===== src/design/mpc_pkg.sv =====
// ----------------------------------------------------------------------------
// Methylation pileup counter package
// Shared payload types, base codes and context codes.
// ----------------------------------------------------------------------------
package mpc_pkg;

  localparam logic [2:0] BASE_A = 3'd0;
  localparam logic [2:0] BASE_C = 3'd1;
  localparam logic [2:0] BASE_G = 3'd2;
  localparam logic [2:0] BASE_T = 3'd3;
  localparam logic [2:0] BASE_N = 3'd4;

  localparam logic [1:0] CTX_CPG = 2'd0;
  localparam logic [1:0] CTX_CHH = 2'd1;
  localparam logic [1:0] CTX_CXG = 2'd2;
  localparam logic [1:0] CTX_CCG = 2'd3;

  localparam logic CMD_COUNT = 1'b0;
  localparam logic CMD_EMIT  = 1'b1;

  localparam logic [0:0] CFG_CG_ONLY      = 1'b0;
  localparam logic [0:0] CFG_CHROM_LENGTH = 1'b1;

  localparam int CFG_DATA_BITS = 17;

  typedef struct packed {
    logic        command;
    logic [15:0] position;
    logic        strand;
    logic [2:0]  read_base;
    logic [2:0]  ref_before_two;
    logic [2:0]  ref_before_one;
    logic [2:0]  ref_here;
    logic [2:0]  ref_after_one;
    logic [2:0]  ref_after_two;
  } in_item_t;

  typedef struct packed {
    logic [15:0] site_position;
    logic        site_strand;
    logic [1:0]  context_res;
    logic        mutated;
    logic [15:0] unconverted;
    logic [15:0] converted;
  } out_item_t;

  // Classified operation handed from the front end to the back end.
  typedef struct packed {
    logic        emit;
    logic [15:0] position;
    logic [2:0]  lane;
    logic        site_ok;
    logic        site_strand;
    logic [1:0]  context_res;
    logic        send;
  } op_t;

  function automatic logic is_inside(input logic [2:0] b);
    return b <= BASE_N;
  endfunction

endpackage


===== src/design/mpc_front.sv =====
// ----------------------------------------------------------------------------
// Pileup front end
// Accepts items, drops out-of-range items and unusable counts, works out the
// site strand and context of emits, then pushes the rest into a short queue.
// ----------------------------------------------------------------------------
module mpc_front
  import mpc_pkg::*;
#(
  parameter int QDEPTH = 2
) (
  input  logic     clk,
  input  logic     rst_n,
  input  logic     cg_only,
  input  logic [16:0] chrom_length,
  input  logic     in_valid,
  output logic     in_ready,
  input  in_item_t in_data,
  output logic     q_valid,
  input  logic     q_ready,
  output op_t      q_data
);

  localparam int PW = $clog2(QDEPTH);

  op_t             q_mem_r [QDEPTH];
  logic [PW-1:0]   wp_r, rp_r;
  logic [PW:0]     cnt_r;
  op_t             op;
  logic            keep;
  logic            push, pop;
  logic [2:0]      h, m1, m2, p1, p2;

  // Classification of the incoming item.
  always_comb begin
    h  = in_data.ref_here;
    m1 = in_data.ref_before_one;
    m2 = in_data.ref_before_two;
    p1 = in_data.ref_after_one;
    p2 = in_data.ref_after_two;
    op = '0;
    op.emit     = (in_data.command == CMD_EMIT);
    op.position = in_data.position;
    op.lane     = {in_data.strand, in_data.read_base[1:0]};
    op.site_ok  = (h == BASE_C) || (h == BASE_G);
    op.site_strand = (h == BASE_G);
    if (h == BASE_C) begin
      if (p1 == BASE_G) begin
        op.context_res = CTX_CPG;
      end else if (is_inside(p1) && is_inside(p2) && p2 != BASE_G) begin
        op.context_res = CTX_CHH;
      end else if (p2 == BASE_G && p1 != BASE_C) begin
        op.context_res = CTX_CXG;
      end else begin
        op.context_res = CTX_CCG;
      end
    end else begin
      if (m1 == BASE_C) begin
        op.context_res = CTX_CPG;
      end else if (is_inside(m2) && m2 != BASE_C) begin
        op.context_res = CTX_CHH;
      end else if (m2 == BASE_C && m1 != BASE_G) begin
        op.context_res = CTX_CXG;
      end else begin
        op.context_res = CTX_CCG;
      end
    end
    op.send = op.site_ok && (!cg_only || op.context_res == CTX_CPG);
    keep = ({1'b0, in_data.position} < chrom_length) &&
           (op.emit || in_data.read_base <= BASE_T);
  end

  assign in_ready = (cnt_r != (PW+1)'(QDEPTH));
  assign push    = in_valid && in_ready && keep;
  assign pop     = q_valid && q_ready;
  assign q_valid = (cnt_r != '0);
  assign q_data  = q_mem_r[rp_r];

  // Queue storage.
  always_ff @(posedge clk) begin
    if (push) begin
      q_mem_r[wp_r] <= op;
    end
  end

  // Queue pointers.
  always_ff @(posedge clk) begin
    if (!rst_n) begin
      wp_r  <= '0;
      rp_r  <= '0;
      cnt_r <= '0;
    end else begin
      if (push) begin
        wp_r <= (wp_r == PW'(QDEPTH-1)) ? '0 : wp_r + 1'b1;
      end
      if (pop) begin
        rp_r <= (rp_r == PW'(QDEPTH-1)) ? '0 : rp_r + 1'b1;
      end
      cnt_r <= cnt_r + (PW+1)'(push) - (PW+1)'(pop);
    end
  end

endmodule


===== config.mk =====
export PLATFORM = sky130hd
export DESIGN_NAME = mpc_front
export DESIGN_NICKNAME = d
export VERILOG_FILES = /design/src/design/mpc_pkg.sv /design/src/design/mpc_front.sv
export SDC_FILE = /design/constraint.sdc
export NUM_CORES = 1
export LEC_CHECK = 0
export BUFFER_PORTS_ARGS = -buffer_cell sky130_fd_sc_hd__buf_2
export CAP_MARGIN = 20
export CORE_MARGIN = 2
export CORE_UTILIZATION = 53
export DETAILED_ROUTE_END_ITERATION = 8
export GPL_ROUTABILITY_DRIVEN = 1
export GPL_TIMING_DRIVEN = 0
export MAX_ROUTING_LAYER = met4
export PLACE_DENSITY = 0.93
export RECOVER_POWER = 100
export SKIP_LAST_GASP = 1
export SYNTH_ARGS = -nofsm -noshare
export SYNTH_HDL_FRONTEND = slang
export SYNTH_SLANG_ARGS = --single-unit

===== constraint.sdc =====
create_clock -name clk -period 7.96 [get_ports clk]
set_input_delay 1.592 -clock clk [delete_from_list [all_inputs] [get_ports clk]]
set_output_delay 1.592 -clock clk [all_outputs]
set_load 0.02 [all_outputs]

After elaboration in Yosys (flattened, before gate mapping)
Memories as Yosys holds them, arrays and structs flattened. A register that Yosys moved wholly into a read port is not among the register bits.
Cells that the tools add are included.
W data, S select, Z words.
{"block": "word_totals", "regBits": 4, "latch_bits": 0, "ramBits": 50, "rom_bits": 0, "input_bits": 58, "out_inout_bits": 27, "wordCells": 53, "memories": 1}
{"memory": "q_mem_r", "words": 2, "width": 25, "rd": 1, "rd_ports_with_merged_regs": 1, "write_ports": 1, "line": "mpc_front.sv:25", "rtl": "op_t q_mem_r [QDEPTH];"}
{"block": "op_classes", "addsub": 4, "n_mul": 0, "div_mod_pow": 0, "order_cmp": 5, "n_eq_ne": 11, "shift": 0, "mux": 13, "n_bitwise": 0, "n_reduce_logical": 16}
{"operator": "$lt A16 B17 Y1", "count": 1}
{"operator": "$logic_and A1 B1 Y1", "count": 10}
{"operator": "$mux W2", "count": 5}
{"operator": "$eq A3 B1 Y1 const B", "count": 3}
{"operator": "$eq A3 B2 Y1 const B", "count": 3}
{"operator": "$le A3 B3 Y1 const B", "count": 3}
{"operator": "$mux W1", "count": 8}
{"operator": "$ne A3 B1 Y1 const B", "count": 2}
{"operator": "$ne A3 B2 Y1 const B", "count": 2}
{"operator": "$le A3 B2 Y1 const B", "count": 1}
{"operator": "$logic_or A1 B1 Y1", "count": 3}
{"operator": "$add A1 B1 Y1 const B", "count": 2}
{"operator": "$add A2 B1 Y2", "count": 1}
{"operator": "$logic_not A2 Y1", "count": 1}
{"operator": "$ne A2 B2 Y1 const B", "count": 1}
{"operator": "$reduce_bool A2 Y1", "count": 1}
{"operator": "$sub A2 B1 Y2", "count": 1}
{"operator": "$logic_not A1 Y1", "count": 1}

Depth between registers and ports, before layout
{"block": "depth", "ltp_word": 9, "ltp_mapped": 13, "depth_no_buf": 13}

Worst setup path before layout
Ideal clock, no wire load.
{"block": "synth_timing", "path_kind": "input-to-reg", "from": "input port chrom_length[6]", "to": "memory q_mem_r[1][0] (netlist bit), enable pin", "setup_time_ns": 0.406, "t_arrival_ns": 3.599, "required_time_ns": 7.554, "slack_ns": 3.955, "stages": 7, "path_buffers": 0, "path_cell_list": "inv_1 > ha_1 > a211oi_2 > nor2_1 > nor4_4 > a211oi_2 > nor3_2"}
{"block": "synth_via", "elab_chain_len": 5}
{"element": "start: declaration", "line": "mpc_front.sv:14", "rtl": "input logic [16:0] chrom_length,"}
{"element": "$lt A16 B17 Y1", "line": "mpc_front.sv:68", "rtl": "keep = ({1'b0, in_data.position} < chrom_length) &&"}
{"element": "$logic_and A1 B1 Y1", "line": "mpc_front.sv:68"}
{"element": "$logic_and A1 B1 Y1", "line": "mpc_front.sv:73", "rtl": "assign push = in_valid && in_ready && keep;"}
{"element": "$mux W1", "line": "mpc_front.sv:80", "rtl": "if (push) begin"}
{"element": "$mux W1 (not written as such)", "line": "mpc_front.sv:81", "rtl": "q_mem_r[wp_r] <= op;"}
{"element": "end: declaration", "line": "mpc_front.sv:25"}
Every way passes these cells.

Worst setup path after layout
{"block": "layout_timing", "from": "input port chrom_length[12]", "to": "memory q_mem_r[0][12] (netlist bit), enable pin"}
Same word-level chain as after synthesis.

==> results.cfg <==
[clock_tree]
clockBufferDepth = 2
ctsHoldBuffers = 0
cts_buffers = 5
root_buffer = clkbuf_8
tritoncts = done
htree_levels = 2
clkLatencyLatePin_ns = 0.30
cts.repair.resized = 0
cts_sinks = 55
clkTransAtPathRegs_ns = 0.09
cts_setup_buffers = 0

[timing]
drv_slew = 0
clock.fmax_mhz = 209
fin_crit_ns = 4.79
rsz0062_at_grt = false
slew_headroom = 0.125
finalSetupTns_ns = 0
finalSetupViolations = 0
finClkSkew_ns = 0.00662
tightest_slew_ns = 1.30
hold_viol = 0
finalCritPeriodShare = 0.602

[detailed_routing]
viasPerCell = 5.21
drtAntennaViolNets = 0
drc_errors = 0
dr.first_iter.drc_count = 98
wl_microns = 5020
wire_per_inst_microns = 14.7
drt_first_pass_iters = 4
vias = 1778

[logic_synthesis]
ys.warnings.count = 0
synth-xor-area-share = 0.0101
yosysMostFrequentCell = edfxtp_1
synth-adder-area-share = 0.0815
synth_edf_count = 50
synth_seq_cells = 55
yosys.area.top_type = edfxtp_1
synth_area_per_cell_sq_um = 14.5
synth_compound_area_frac = 0.0647
synth_cell_types = 41
synthTopCellsByCount = edfxtp_1, inv_1, ha_1
yosysSeqAreaShare = 0.614
synth_area_sq_um = 2610
synth_fp_nets = 255
synthCells = 180
ys_async_sr_fraction = 0
yosysTopAreaCellShare = 0.575
synth_top_family_by_area = multiplexers
synthMuxAreaShare = 0.112
ys_top_cells_by_area = edfxtp_1, ha_1, mux2_1
synth-simple-area-share = 0.0872
synthFlopType = edfxtp_1

[power]
peakVddDrop_mv = 0.143
pwr-share-clk = 0.198
p_comb_frac = 0.321
seqPwrFrac = 0.481
finalPower_w = 0.000751
p_int_w = 0.000504
p_per_area_nw_per_um2 = 240
p_sw_frac = 0.328
p_leak_nw = 1.22
switchingPower_w = 0.000247

[layout]
nets = 348
syn2layout_area_growth_pct = 19.9
antennaDiodeCount = 0
drive_gt1_frac = 0.245
fin_cells = 341
fill_cells = 381

[place]
dp.cells = 333
hpwl_microns = 3860
routabilityCongestion = 0.778
port_buffers = 84

[global_route]
grt_antenna_before_repair = 0
first_global_vias = 1760
grtUsageTotal = 0.194
grt_pass1_wl_microns = 7630
grt_start_max_net_pins = 19
overflow = 0

[setup_path]
worstPathMaxFanout = 13
end_kind = flip-flop
critPathLaunchType = primary input
rr_startpoint = cnt_r[0]$_SDFF_PN0_
worstPathArrival_ns = 4.72
crit_start = chrom_length[12]
worst_ep_required_time_ns = 7.90
worstSetupPathType = in2reg

[min_path]
min_path_type = reg2reg
hold_start = rp_r$_SDFFE_PN0P_

[job]
maxCapViolCount = 0

[die]
core-area_sq_um = 4720
die_h_microns = 74.2
io_pins = 85
die-width_microns = 74.2
start_util = 0.553
fp.dieArea_sq_um = 5500
rows = 25

[outcome]
status = completed
==> layout by cell type, fill, tap and decap left out, types with 4 or more instances in the layout <==
| cell type | n |
|---|---|
| edfxtp_1 | 50 |
| clkbuf_1 | 48 |
| buf_2 | 41 |
| inv_1 | 18 |
| ha_1 | 17 |
| mux2_1 | 13 |
| mux2_2 | 12 |
| nor2_1 | 10 |
| a21oi_1 | 6 |
| nand2b_1 | 5 |
| dfxtp_1 | 5 |
| clkbuf_8 | 5 |
| o21ai_0 | 4 |
==> flip-flops by register name, summed over array words and instances (netlist names), named ones only <==
register	count
wp_r	1
q_mem_r	50
rp_r	1
cnt_r	2
==> stage by stage <==
stage	setup slack (ns)	util	area [sq um]	hold slack, ns
global placement	3.23	0.659	3110	0.495
detailed placement	3.78	0.670	3160	0.515
global route	2.94	0.663	3130	0.574
CTS	4.11	0.688	3250	0.540
floorplan	3.96	-	2610	0.481
finish	3.17	0.663	3130	0.535
==> cells by family after synthesis <==
family                   count (synthesis)
multiplexers                            26
buffers and inverters                   21
adder cells (fa/ha/maj)                 17
flip-flops                              55
AO/OA/AOI/OAI                           22
AND/OR/NAND/NOR                         36
XOR/XNOR                                 3
==> final timing paths <==
kind	to	slack [ns]	depth (start not counted)
worst min-delay path	flip-flop	0.54	2
worst max register to register	q_mem_r[1][8]$_DFFE_PP_	4.99	4
worst min register to register	flip-flop	0.54	2
worst max-delay path	q_mem_r[0][12]$_DFFE_PP_	3.17	10
==> worst max-delay path, stage by stage <==
cell and delay (ns):
buf_2 0.07, inv_1 0.03, ha_1 0.33, a21oi_2 0.14
o21ai_0 0.21, nor4_4 0.32, a211oi_1 0.15, or2_2 0.31
nor2_1 0.86, clkbuf_1 0.70
==> routing by layer <==
| metal | global-route usage | vias up | wire, microns |
|---|---|---|---|
| li1 | - | 854 | - |
| met1 | 0.208 | 835 | 2040 |
| met2 | 0.338 | 72 | 2510 |
| met3 | 0.0474 | 17 | 290 |
| met4 | 0.0869 | 0 | 174 |
| met5 | - | - | 0 |
==> power groups by stage <==
stage / Combinational, W / Sequential (W) / Clock [W]
after CTS: 0.000263 / 0.000362 / 0.000154
after floorplan: 0.000176 / 0.000365 / 0
after global placement: 0.000248 / 0.000366 / 0
final: 0.000241 / 0.000362 / 0.000149
after detailed placement: 0.000262 / 0.000368 / 0
after global routing: 0.000261 / 0.000365 / 0.000163
==> final cells by class <==
cell class | count | area [sq um] | share of cell area
well taps | 67 | 83.8 | 0.0268
clock inverters | 3 | 20.0 | 0.00639
repair buffers | 86 | 374 | 0.120
multi-input cells | 104 | 903 | 0.289
flip-flops and latches | 55 | 1600 | 0.512
clock buffers | 5 | 68.8 | 0.0220
inverters | 18 | 67.6 | 0.0216
plain buffers | 3 | 11.3 | 0.00360
(Power assumes the default switching activity.)
